[src/sv/mfr_pkg.sv]
package mfr_pkg;

    localparam int BUF_DEPTH = 256;
    localparam int ADDR_W    = $clog2(BUF_DEPTH);
    localparam int CNT_W     = ($clog2(BUF_DEPTH + 1) > 9) ? $clog2(BUF_DEPTH + 1) : 9;
    localparam int HDR_N     = 4;
    localparam int HDR_W     = $clog2(HDR_N);

    localparam logic [7:0] LEAD_DEV = 8'hC1;
    localparam logic [7:0] LEAD_LEN = 8'h55;
    localparam logic [7:0] LEAD_OK  = 8'h4F;
    localparam logic [7:0] CH_K     = 8'h4B;
    localparam logic [7:0] CH_CR    = 8'h0D;
    localparam logic [7:0] CH_LF    = 8'h0A;
    localparam logic [7:0] DEV_B1   = 8'hC2;
    localparam logic [7:0] DEV_B2   = 8'hC3;
    localparam logic [7:0] DEV_B3   = 8'hC4;

    localparam logic OP_RX      = 1'b0;
    localparam logic OP_READ    = 1'b1;
    localparam logic KIND_FRAME = 1'b0;
    localparam logic KIND_READ  = 1'b1;

    typedef enum logic [1:0] {
        FT_LEN  = 2'd0,
        FT_DEV  = 2'd1,
        FT_OK   = 2'd2,
        FT_LINE = 2'd3
    } frame_type_t;

    typedef enum logic [1:0] {
        ST_CLEAR = 2'b01,
        ST_RUN   = 2'b10
    } init_state_t;

    typedef struct packed {
        logic        kind;
        frame_type_t frame_type;
        logic [8:0]  frame_length;
        logic [7:0]  data;
        logic        use_ram;
    } res_t;

    typedef struct packed {
        logic              we;
        logic [ADDR_W-1:0] waddr;
        logic [7:0]        wdata;
        logic              re;
        logic [ADDR_W-1:0] raddr;
    } mem_req_t;

endpackage

[src/sv/mfr_ram.sv]
module mfr_ram #(
    parameter int WIDTH = 8,
    parameter int DEPTH = 256
) (
    input  logic                     clk,
    input  logic                     we,
    input  logic [$clog2(DEPTH)-1:0] waddr,
    input  logic [WIDTH-1:0]         wdata,
    input  logic                     re,
    input  logic [$clog2(DEPTH)-1:0] raddr,
    output logic [WIDTH-1:0]         rdata
);

    logic [WIDTH-1:0] mem_reg [DEPTH];
    logic [WIDTH-1:0] rdata_reg;

    always_ff @(posedge clk)
    begin
        if (we)
        begin
            mem_reg[waddr] <= wdata;
        end
        if (re)
        begin
            rdata_reg <= mem_reg[raddr];
        end
    end

    assign rdata = rdata_reg;

endmodule

[src/sv/mfr_ctrl.sv]
module mfr_ctrl (
    input  logic              clk,
    input  logic              rst_n,
    input  logic              accept,
    input  logic              operation,
    input  logic [7:0]        rx_byte,
    input  logic [7:0]        read_index,
    output logic              run,
    output logic              res_valid,
    output mfr_pkg::res_t     res,
    output mfr_pkg::mem_req_t mem_req
);

    mfr_pkg::init_state_t              state_reg, state_next;
    logic [mfr_pkg::ADDR_W-1:0]        clr_reg, clr_next;
    logic [7:0]                        hdr_reg [mfr_pkg::HDR_N];
    logic [7:0]                        hdr_next [mfr_pkg::HDR_N];
    logic [7:0]                        hdr_put [mfr_pkg::HDR_N];
    logic [mfr_pkg::CNT_W-1:0]         cnt_reg, cnt_next;
    logic                              cr_reg, cr_next;

    logic [mfr_pkg::CNT_W-1:0]         cnt_inc;
    logic [mfr_pkg::CNT_W-1:0]         want;
    logic [mfr_pkg::CNT_W-1:0]         idx_ext;
    logic [7:0]                        lead;
    logic                              rx, rd, put, restart, done;
    logic                              in_range, is_hdr;

    assign run     = (state_reg == mfr_pkg::ST_RUN);
    assign rx      = accept && run && (operation == mfr_pkg::OP_RX);
    assign rd      = accept && run && (operation == mfr_pkg::OP_READ);
    assign lead    = hdr_reg[0];
    assign cnt_inc = cnt_reg + mfr_pkg::CNT_W'(1);
    assign idx_ext = mfr_pkg::CNT_W'(read_index);
    assign in_range = idx_ext < mfr_pkg::CNT_W'(mfr_pkg::BUF_DEPTH);
    assign is_hdr   = idx_ext < mfr_pkg::CNT_W'(mfr_pkg::HDR_N);

    // header bytes as they stand once the incoming byte is stored at the count
    always_comb
    begin
        for (int i = 0; i < mfr_pkg::HDR_N; i++)
        begin
            hdr_put[i] = hdr_reg[i];
        end
        if (cnt_reg < mfr_pkg::CNT_W'(mfr_pkg::HDR_N))
        begin
            hdr_put[cnt_reg[mfr_pkg::HDR_W-1:0]] = rx_byte;
        end
    end

    assign want = mfr_pkg::CNT_W'(hdr_put[1]) + mfr_pkg::CNT_W'(2);

    always_comb
    begin
        for (int i = 0; i < mfr_pkg::HDR_N; i++)
        begin
            hdr_next[i] = hdr_reg[i];
        end
        cnt_next = cnt_reg;
        cr_next  = cr_reg;
        put      = 1'b0;
        restart  = 1'b0;
        done     = 1'b0;
        res      = '0;

        if (rx)
        begin
            priority if (lead == mfr_pkg::LEAD_DEV)
            begin
                if (cr_reg)
                begin
                    if (rx_byte != mfr_pkg::CH_LF)
                    begin
                        cnt_next = '0;
                        cr_next  = 1'b0;
                    end
                    else
                    begin
                        done = 1'b1;
                    end
                end
                else if (rx_byte == mfr_pkg::CH_CR)
                begin
                    cr_next = 1'b1;
                end
                else
                begin
                    put      = 1'b1;
                    cnt_next = (cnt_inc >= mfr_pkg::CNT_W'(mfr_pkg::BUF_DEPTH)) ? '0 : cnt_inc;
                end
            end
            else if (lead == mfr_pkg::LEAD_LEN)
            begin
                put      = 1'b1;
                cnt_next = cnt_inc;
                if (want == cnt_inc)
                begin
                    done = 1'b1;
                end
                else if (want < cnt_inc)
                begin
                    restart = 1'b1;
                end
            end
            else if (lead == mfr_pkg::LEAD_OK)
            begin
                put      = 1'b1;
                cnt_next = cnt_inc;
                if (hdr_put[1] == mfr_pkg::CH_K)
                begin
                    done = 1'b1;
                end
                else if (cnt_inc >= mfr_pkg::CNT_W'(2))
                begin
                    restart = 1'b1;
                end
            end
            else if (lead == 8'h00)
            begin
                if (rx_byte != 8'h00)
                begin
                    hdr_next[1] = 8'h00;
                    hdr_next[0] = rx_byte;
                    cnt_next    = mfr_pkg::CNT_W'(1);
                end
            end
            else
            begin
                for (int i = 1; i < mfr_pkg::HDR_N; i++)
                begin
                    hdr_next[i] = 8'h00;
                end
                hdr_next[0] = rx_byte;
                cnt_next    = mfr_pkg::CNT_W'(1);
                cr_next     = 1'b0;
            end

            if (put)
            begin
                for (int i = 0; i < mfr_pkg::HDR_N; i++)
                begin
                    hdr_next[i] = hdr_put[i];
                end
            end
            if (restart)
            begin
                cnt_next    = '0;
                cr_next     = 1'b0;
                hdr_next[0] = 8'h00;
                hdr_next[1] = 8'h00;
            end
            if (done)
            begin
                res.kind         = mfr_pkg::KIND_FRAME;
                res.frame_length = cnt_next[8:0];
                priority if (hdr_next[0] == mfr_pkg::LEAD_LEN)
                begin
                    res.frame_type = mfr_pkg::FT_LEN;
                end
                else if (hdr_next[0] == mfr_pkg::LEAD_DEV && hdr_next[1] == mfr_pkg::DEV_B1
                         && hdr_next[2] == mfr_pkg::DEV_B2 && hdr_next[3] == mfr_pkg::DEV_B3)
                begin
                    res.frame_type = mfr_pkg::FT_DEV;
                end
                else if (hdr_next[0] == mfr_pkg::LEAD_OK)
                begin
                    res.frame_type = mfr_pkg::FT_OK;
                end
                else
                begin
                    res.frame_type = mfr_pkg::FT_LINE;
                end
                cnt_next    = '0;
                cr_next     = 1'b0;
                hdr_next[0] = 8'h00;
            end
        end
        else if (rd)
        begin
            res.kind    = mfr_pkg::KIND_READ;
            res.use_ram = in_range && !is_hdr;
            res.data    = (in_range && is_hdr) ? hdr_reg[read_index[mfr_pkg::HDR_W-1:0]] : 8'h00;
        end
    end

    assign res_valid = rd || done;

    always_comb
    begin
        state_next = state_reg;
        clr_next   = clr_reg;
        mem_req    = '0;
        unique case (state_reg)
            mfr_pkg::ST_CLEAR:
            begin
                mem_req.we    = 1'b1;
                mem_req.waddr = clr_reg;
                clr_next      = clr_reg + mfr_pkg::ADDR_W'(1);
                if (clr_reg == mfr_pkg::ADDR_W'(mfr_pkg::BUF_DEPTH - 1))
                begin
                    state_next = mfr_pkg::ST_RUN;
                end
            end
            mfr_pkg::ST_RUN:
            begin
                mem_req.we    = put && (cnt_reg >= mfr_pkg::CNT_W'(mfr_pkg::HDR_N))
                                && (cnt_reg < mfr_pkg::CNT_W'(mfr_pkg::BUF_DEPTH));
                mem_req.waddr = cnt_reg[mfr_pkg::ADDR_W-1:0];
                mem_req.wdata = rx_byte;
                mem_req.re    = rd && in_range && !is_hdr;
                mem_req.raddr = idx_ext[mfr_pkg::ADDR_W-1:0];
            end
            default:
            begin
                state_next = mfr_pkg::ST_CLEAR;
            end
        endcase
    end

    always_ff @(posedge clk or negedge rst_n)
    begin
        if (!rst_n)
        begin
            state_reg <= mfr_pkg::ST_CLEAR;
            clr_reg   <= '0;
            cnt_reg   <= '0;
            cr_reg    <= 1'b0;
            for (int i = 0; i < mfr_pkg::HDR_N; i++)
            begin
                hdr_reg[i] <= 8'h00;
            end
        end
        else
        begin
            state_reg <= state_next;
            clr_reg   <= clr_next;
            cnt_reg   <= cnt_next;
            cr_reg    <= cr_next;
            for (int i = 0; i < mfr_pkg::HDR_N; i++)
            begin
                hdr_reg[i] <= hdr_next[i];
            end
        end
    end

endmodule

[src/sv/mfr_out.sv]
module mfr_out (
    input  logic          clk,
    input  logic          rst_n,
    input  logic          res_valid,
    input  mfr_pkg::res_t res,
    input  logic [7:0]    ram_rdata,
    output logic          can_take,
    output logic          m_tvalid,
    input  logic          m_tready,
    output logic [23:0]   m_tdata,   // frame_type[1:0], frame_length[10:2], read_data[18:11]
    output logic          m_tuser    // result_kind
);

    logic          s1_valid_reg;
    mfr_pkg::res_t s1_reg;
    logic          out_valid_reg;
    logic          out_kind_reg;
    logic [1:0]    out_type_reg;
    logic [8:0]    out_len_reg;
    logic [7:0]    out_data_reg;
    logic          s1_adv;

    assign s1_adv   = !out_valid_reg || m_tready;
    assign can_take = !s1_valid_reg || s1_adv;

    // RAM read data stays put until the next read, which needs s1 to move
    always_ff @(posedge clk or negedge rst_n)
    begin
        if (!rst_n)
        begin
            s1_valid_reg  <= 1'b0;
            out_valid_reg <= 1'b0;
        end
        else
        begin
            if (can_take)
            begin
                s1_valid_reg <= res_valid;
            end
            if (s1_adv)
            begin
                out_valid_reg <= s1_valid_reg;
            end
        end
    end

    always_ff @(posedge clk)
    begin
        if (can_take && res_valid)
        begin
            s1_reg <= res;
        end
        if (s1_adv && s1_valid_reg)
        begin
            out_kind_reg <= s1_reg.kind;
            out_type_reg <= s1_reg.frame_type;
            out_len_reg  <= s1_reg.frame_length;
            out_data_reg <= s1_reg.use_ram ? ram_rdata : s1_reg.data;
        end
    end

    assign m_tvalid = out_valid_reg;
    assign m_tuser  = out_kind_reg;
    assign m_tdata  = {5'b0, out_data_reg, out_len_reg, out_type_reg};

endmodule

[src/sv/multi_format_frame_receiver_core.sv]
// channel | dir | tdata                              | tuser
// s_      | in  | rx_byte[7:0], read_index[15:8]      | operation
// m_      | out | frame_type[1:0], frame_length[10:2], | result_kind
//         |     | read_data[18:11]                    |
//
// One item per cycle in steady state while m_ is ready; a result reaches m_ through
// the result register (beside the store's registered read) and then the output
// register.
// After reset a clearing pass writes zero to all BUF_DEPTH store entries, one a
// cycle; s_tready stays low until it ends.
// A stalled m_ side backs up through a two-entry result pipe into s_tready.
module multi_format_frame_receiver_core (
    input  logic        clk,
    input  logic        rst_n,
    input  logic        s_tvalid,
    output logic        s_tready,
    input  logic [15:0] s_tdata,   // rx_byte[7:0], read_index[15:8]
    input  logic        s_tuser,   // operation
    output logic        m_tvalid,
    input  logic        m_tready,
    output logic [23:0] m_tdata,   // frame_type[1:0], frame_length[10:2], read_data[18:11]
    output logic        m_tuser    // result_kind
);

    logic              run;
    logic              can_take;
    logic              accept;
    logic              res_valid;
    mfr_pkg::res_t     res;
    mfr_pkg::mem_req_t mem_req;
    logic [7:0]        ram_rdata;

    assign s_tready = run && can_take;
    assign accept   = s_tvalid && s_tready;

    mfr_ctrl u_ctrl (
        .clk        (clk),
        .rst_n      (rst_n),
        .accept     (accept),
        .operation  (s_tuser),
        .rx_byte    (s_tdata[7:0]),
        .read_index (s_tdata[15:8]),
        .run        (run),
        .res_valid  (res_valid),
        .res        (res),
        .mem_req    (mem_req)
    );

    mfr_ram #(
        .WIDTH (8),
        .DEPTH (mfr_pkg::BUF_DEPTH)
    ) u_store (
        .clk   (clk),
        .we    (mem_req.we),
        .waddr (mem_req.waddr),
        .wdata (mem_req.wdata),
        .re    (mem_req.re),
        .raddr (mem_req.raddr),
        .rdata (ram_rdata)
    );

    mfr_out u_out (
        .clk       (clk),
        .rst_n     (rst_n),
        .res_valid (res_valid),
        .res       (res),
        .ram_rdata (ram_rdata),
        .can_take  (can_take),
        .m_tvalid  (m_tvalid),
        .m_tready  (m_tready),
        .m_tdata   (m_tdata),
        .m_tuser   (m_tuser)
    );

    a_read_gives_result: assert property (@(posedge clk) disable iff (!rst_n)
        (accept && s_tuser == mfr_pkg::OP_READ) |-> res_valid)
        else $error("read item produced no result");

    a_no_write_on_read: assert property (@(posedge clk) disable iff (!rst_n)
        (accept && s_tuser == mfr_pkg::OP_READ) |-> !mem_req.we)
        else $error("store written by a read item");

    a_clear_writes: assert property (@(posedge clk) disable iff (!rst_n)
        !run |-> (mem_req.we && !mem_req.re && !s_tready))
        else $error("clearing pass not exclusive");

    a_read_port_only_on_accept: assert property (@(posedge clk) disable iff (!rst_n)
        mem_req.re |-> (accept && res_valid && res.use_ram))
        else $error("store read without a read item");

endmodule

[config.mk]
export PLATFORM = sky130hd
export DESIGN_NAME = multi_format_frame_receiver_core
export DESIGN_NICKNAME = d
export VERILOG_FILES = /design/src/sv/mfr_pkg.sv /design/src/sv/mfr_ram.sv /design/src/sv/mfr_ctrl.sv /design/src/sv/mfr_out.sv /design/src/sv/multi_format_frame_receiver_core.sv
export SDC_FILE = /design/constraint.sdc
export NUM_CORES = 2
export LEC_CHECK = 0
export BUFFER_PORTS_ARGS = -buffer_cell sky130_fd_sc_hd__clkbuf_2
export CAP_MARGIN = 40
export CORE_UTILIZATION = 40
export CTS_CLUSTER_SIZE = 24
export DETAILED_ROUTE_END_ITERATION = 8
export SLEW_MARGIN = 20
export SYNTH_ARGS = -nofsm -noshare
export SYNTH_HDL_FRONTEND = slang
export SYNTH_SLANG_ARGS = --single-unit
export TNS_END_PERCENT = 20
[constraint.sdc]
create_clock -name clk -period 17.35 [get_ports clk]
set_input_delay 0 -clock clk [delete_from_list [all_inputs] [get_ports clk]]
set_output_delay 0 -clock clk [all_outputs]
set_load 0.05 [all_outputs]
# ---- After elaboration in Yosys (flattened, before gate mapping)
# Memory sizes are Yosys's and may differ from the RTL's. A register that Yosys moved wholly into a read port is not among the register bits.
# Index checks and enable logic that the tools add are counted.
dict set report op_classes {
  n_addsub 3
  magnitude_cmp 11
  muxes 72
  bitwise 8
  n_eq_ne 20
  reduce_logical 32
}
# cell n
set ops {}
lappend ops {{$mux 32} 6}
lappend ops {{$mux 9} 11}
lappend ops {{$mux 16} 5}
lappend ops {{$eq 8x8->1 const B} 6}
lappend ops {{$eq 8x7->1 const B} 5}
lappend ops {{$mux 8} 5}
lappend ops {{$mux 1} 38}
lappend ops {{$bwmux 32} 1}
lappend ops {{$pmux 9 s2} 1}
lappend ops {{$logic_and 1x1->1} 17}
lappend ops {{$mux 17} 1}
lappend ops {{$bmux 8 s2} 1}
lappend ops {{$demux 8 s2} 1}
lappend ops {{$ne 4x3->1 const B} 3}
lappend ops {{$add 8x2->9 const B} 1}
lappend ops {{$add 9x1->9 const B} 1}
lappend ops {{$eq 9x9->1} 1}
lappend ops {{$ge 9x2->1 const B} 1}
lappend ops {{$ge 9x3->1 const B} 1}
lappend ops {{$ge 9x9->1 const B} 1}
lappend ops {{$lt 8x9->1 const B} 1}
lappend ops {{$lt 9x3->1 const B} 1}
lappend ops {{$lt 9x9->1} 1}
lappend ops {{$lt 9x9->1 const B} 1}
lappend ops {{other kinds (22)} 35}
dict set report totals {
  ff_bits 95
  n_memories 1
  out_inout_bits 27
  input_bits 21
  mem_bits_rw 2048
}
# name depth width rd rd_ports_with_merged_regs write_ports line_no
set memory_table {}
lappend memory_table {u_store.mem_reg 256 8 1 1 1 mfr_ram.sv:14} ;# logic [WIDTH-1:0] mem_reg [DEPTH];

# ---- Logic depth before layout (Yosys ltp)
dict set report logic_depth {
  ltp_word 21
  depth_mapped 21
  ltp_nobuf 19
}

# ---- Cells and area by module
# From an unflattened synthesis, not the netlist that was laid out.
dict set report hier_totals {
  hier_cells 4324
  area_unflattened_um2 85530.8
}
# module cells_each n_inst area_per_inst_um2 seq_area_each_um2
set by_module_without_submodules {}
lappend by_module_without_submodules {mfr_ram 3733 1 79636.4 61739.2}
lappend by_module_without_submodules {mfr_ctrl 525 1 4389.2 1302.5}
lappend by_module_without_submodules {mfr_out 64 1 1492.7 1281.2}
lappend by_module_without_submodules {multi_format_frame_receiver_core 2 1 12.5 0.0}

# ---- Least setup slack after synthesis
# Ideal clock, no wire load.
dict set report synth_path {
  kind {reg2reg}
  from {register u_ctrl.state_reg[0]}
  to {memory u_store.mem_reg[0][0] (data pin)}
  stages_incl_launch_ff 10
  setup_time_ns 0.870
  arrival_time_ns 5.127
  n_path_buf 6
  path_slack_ns 11.353
  synth_period_minus_slack_ns 5.997
  path_cell_list {dfstp_2 > inv_1 > ha_1 > buf_2 > buf_2 > buf_2 > buf_2 > clkbuf_1 > clkbuf_1 > and2_1}
}
# item line_no
set synth_rtl {}
lappend synth_rtl {{from (decl)} mfr_ctrl.sv:14} ;# mfr_pkg::init_state_t state_reg, state_next;
lappend synth_rtl {{from (signal assigned)} mfr_ctrl.sv:224} ;# state_reg <= mfr_pkg::ST_CLEAR;
lappend synth_rtl {{from (signal assigned)} mfr_ctrl.sv:235} ;# state_reg <= state_next;
lappend synth_rtl {{to (decl)} mfr_ram.sv:14}

# ---- Worst setup path in the final report
dict set report layout_path {
  from {register u_ctrl.state_reg[0]}
  to {register u_store.rdata_reg[5], in the netlist u_store.rdata[5], read port of u_store.mem_reg (data pin)}
}
dict set report layout_via {
  elab_chain_len 8
}
# item line_no
set layout_rtl {}
lappend layout_rtl {{$eq 2x2->1 (*)} {mfr_ctrl.sv:29, mfr_ctrl.sv:193}}
lappend layout_rtl {{$logic_and 1x1->1} multi_format_frame_receiver_core.sv:33} ;# assign s_tready = run && can_take;
lappend layout_rtl {{$logic_and 1x1->1} multi_format_frame_receiver_core.sv:34} ;# assign accept = s_tvalid && s_tready;
lappend layout_rtl {{$logic_and 1x1->1 (2 in a row)} mfr_ctrl.sv:31} ;# assign rd = accept && run && (operation == mfr_pkg::OP_READ);
lappend layout_rtl {{$logic_and 1x1->1 (2 in a row)} mfr_ctrl.sv:210} ;# mem_req.re = rd && in_range && !is_hdr;
lappend layout_rtl {{$mux 17 (*)} mfr_ctrl.sv:193} ;# unique case (state_reg)
lappend layout_rtl {{to (decl)} mfr_ram.sv:15} ;# logic [WIDTH-1:0] rdata_reg;
# Mark *: on every way between the ends. The rest lies on a longest branch, timed or not.
# A chain may end at the register's enable or synchronous reset.

==> results.json <==
{
  "firstDrtPassIters": 6,
  "setup_ws_ps": 11680,
  "syn2layout_area_growth_pct": 13.34,
  "viasPerCell": 5.943,
  "synth_top_family_by_area": "simple AND/OR/NAND/NOR gates",
  "grt_pass1_wl_um": 356600,
  "synthCells": 5395,
  "grt_pass1_vias": 49360,
  "coreArea_um2": 214600,
  "required_ps": 17940,
  "multi_input_area_um2": 20560,
  "post-cts-setup-buffer-count": 0,
  "cts_tree": "built",
  "numCtsBuffers": 210,
  "period_share_pct": 32.66,
  "synth_compound_area_share_pct": 5.719,
  "finalHoldViolations": 0,
  "synthMuxAreaShare_pct": 8.683,
  "synth_xor_area_share_pct": 0.1520,
  "cts_htree_levels": 4,
  "clk_pin_slew_ps": 60,
  "num_rows": 170,
  "track_usage_pct": 22.52,
  "die-area_um2": 217900,
  "ys_warn_count": 0,
  "synth_flop_cell": "edfxtp_1",
  "largest_reg_flops": 2048,
  "slew_headroom_pct": 29.81,
  "yosysSeqAreaShare_pct": 74.43,
  "yosys.area_share.simple_pct": 8.746,
  "drive_gt1_share_pct": 16.25,
  "start_util_pct": 40.27,
  "grt_max_degree": 201,
  "dieHeight_um": 466.8,
  "skew_ps": 73.35,
  "p_per_area_nw_per_um2": 102.4,
  "ant_nets": 0,
  "rsz0062_at_grt": "no",
  "place_congestion": 0.8757,
  "critPathLaunchType": "flop",
  "clkSinkCount": 2151,
  "critPathMaxFanout": 127,
  "synth_edf_count": 2097,
  "fillers": 18340,
  "clk_latency_ps": 900,
  "dp_hpwl_um": 151600,
  "seq_area_um2": 64320,
  "worst_slew_pin_slew_ps": 1053,
  "criticalPathCategory": "reg2reg",
  "setup_viol_count_final": 0,
  "fin_tns_setup_ps": 0,
  "final_cell_mix": "edfxtp_1, nand2_1, nor2_1",
  "arrival_ps": 6260,
  "synth_cell_types": 89,
  "wl_per_cell_um": 28.93,
  "routed_wl_um": 248800,
  "fp.dieW_um": 466.8,
  "peakVddDrop_v": 0.0001053,
  "slew_violations": 0,
  "final_common_cell": "edfxtp_1",
  "synthArstFlopShare_pct": 2.510,
  "ios": 48,
  "status": "finished, final reports clean",
  "end_kind": "flop",
  "drv_cap": 0,
  "post-place-ws_ps": 11660,
  "holdCritPathClass": "in2reg",
  "p_leak_nw": 27.86,
  "ys_seq_elements": 2151,
  "fin_nets": 5617,
  "synthAdderAreaFrac_pct": 0.2461,
  "synth_area_um2": 86430,
  "drc": 0,
  "cts_max_path_buffers": 3,
  "max_freq_ghz": 0.1765,
  "antenna_found_initial": 14,
  "clock-root-buffer": "clkbuf_16",
  "vias": 51110,
  "postSynthAreaPerCell_um2": 16.02,
  "overflow": 0,
  "drtIter0Drc": 7084,
  "post-route-min-period_ps": 5666,
  "port_buffers": 42
}
cell usage after synthesis, types with 27 or more instances:
cell      count  area share [%]
buf_4        31            0.27
nand4_1      55            0.40
a22oi_1      37            0.32
buf_2       141            0.82
a32oi_1      27            0.27
dfrtp_1      53             1.5
a211oi_1     57            0.50
mux4_2      255             6.6
nor3_1       42            0.24
a31oi_1      43            0.31
nand3_1     291             1.7
a22o_1       30            0.30
edfxtp_1   2097              73
mux2i_1     133             1.5
o22ai_1     104            0.75
clkbuf_1    155            0.67
nor2b_1      53            0.38
mux2_2       37            0.48
a21oi_1      90            0.52
and3_1       54            0.39
nor2_1      328             1.4
nand2_1     758             3.3
o21ai_0     139            0.80
worst max-delay path, stage by stage, from the launching register on:
cell and delay, ps:
dfstp_2 540, inv_1 60, ha_4 300, buf_12 300
nand2_4 560, buf_4 610, buf_12 560, nor2_4 270
buf_4 310, a22oi_1 180, o21ai_0 110, a22o_1 280
a221oi_1 230, nor3_1 140, or4_1 550
cells by family after synthesis:
group,count (synthesis)
AOI/OAI and AO/OA,723
xor gates and xnor gates,15
adders and majority gates,17
buffers and inverters,372
DFF,2151
muxes,426
other,1
and+or+nand+nor,1690
where the power goes:
part	switching [mW]	internal (mW)	leakage, nW
registers	0	5.61	15.3
clock network	2.00	2.33	3.15
logic	0.0625	0.0237	9.44
cell type report:
| type | instances | area share, % |
|---|---|---|
| inverter | 16 | 0.06131 |
| antenna | 2 | 0.005109 |
| multi-input combinational | 2876 | 20.99 |
| tap | 2838 | 3.625 |
| sequential | 2151 | 65.67 |
| timing repair buffer | 324 | 3.031 |
| clock buffer | 277 | 5.642 |
| clock inverter | 116 | 0.9734 |
metrics by stage:
step | hold slack (ps) | instances | utilization (%) | power [mW] | area (um2)
after detailed placement | 191.5 | 8093 | 42.15 | 5.803 | 90470
final | 89.05 | 8600 | 45.64 | 10.03 | 97950
after CTS | 34.14 | 8506 | 45.26 | 10.07 | 97150
after global placement | 191.6 | 8012 | 41.67 | 5.802 | 89440
after global routing | 55.11 | 8599 | 45.64 | 10.26 | 97950
after floorplan | -295.6 | 5399 | - | 5.772 | 86440
layer usage:
metal	part of all wire [%]	vias up	global-route usage, %
met5	0.047	-	0
met4	3.9	10	8.796
met3	9.9	485	4.972
met2	46	2669	34.83
met1	40	26460	30.97
li1	-	21490	-
worst paths after layout:
path                                      from              endpoint  slack, ps  depth (start not counted)
max                        u_ctrl.state_reg[0]      u_store.rdata[5]      11680                         14
min                                s_tdata[12]       u_out.s1_reg[5]         90                          5
max reg2reg                u_ctrl.state_reg[0]      u_store.rdata[5]      11680                         14
min reg2reg                   u_out.s1_reg[10]  u_out.out_len_reg[1]        420                          0
max in group asynchronous                rst_n     u_ctrl.hdr_reg[3]      16460                          4
min in group asynchronous                rst_n         u_ctrl.cr_reg        380                          4
what timing repair did:
action	in CTS	in global routing
hold endpoints to repair	274	0
hold buffers	20	0
gates resized for setup	0	0
Note: power is estimated with default switching activity, not from simulation.
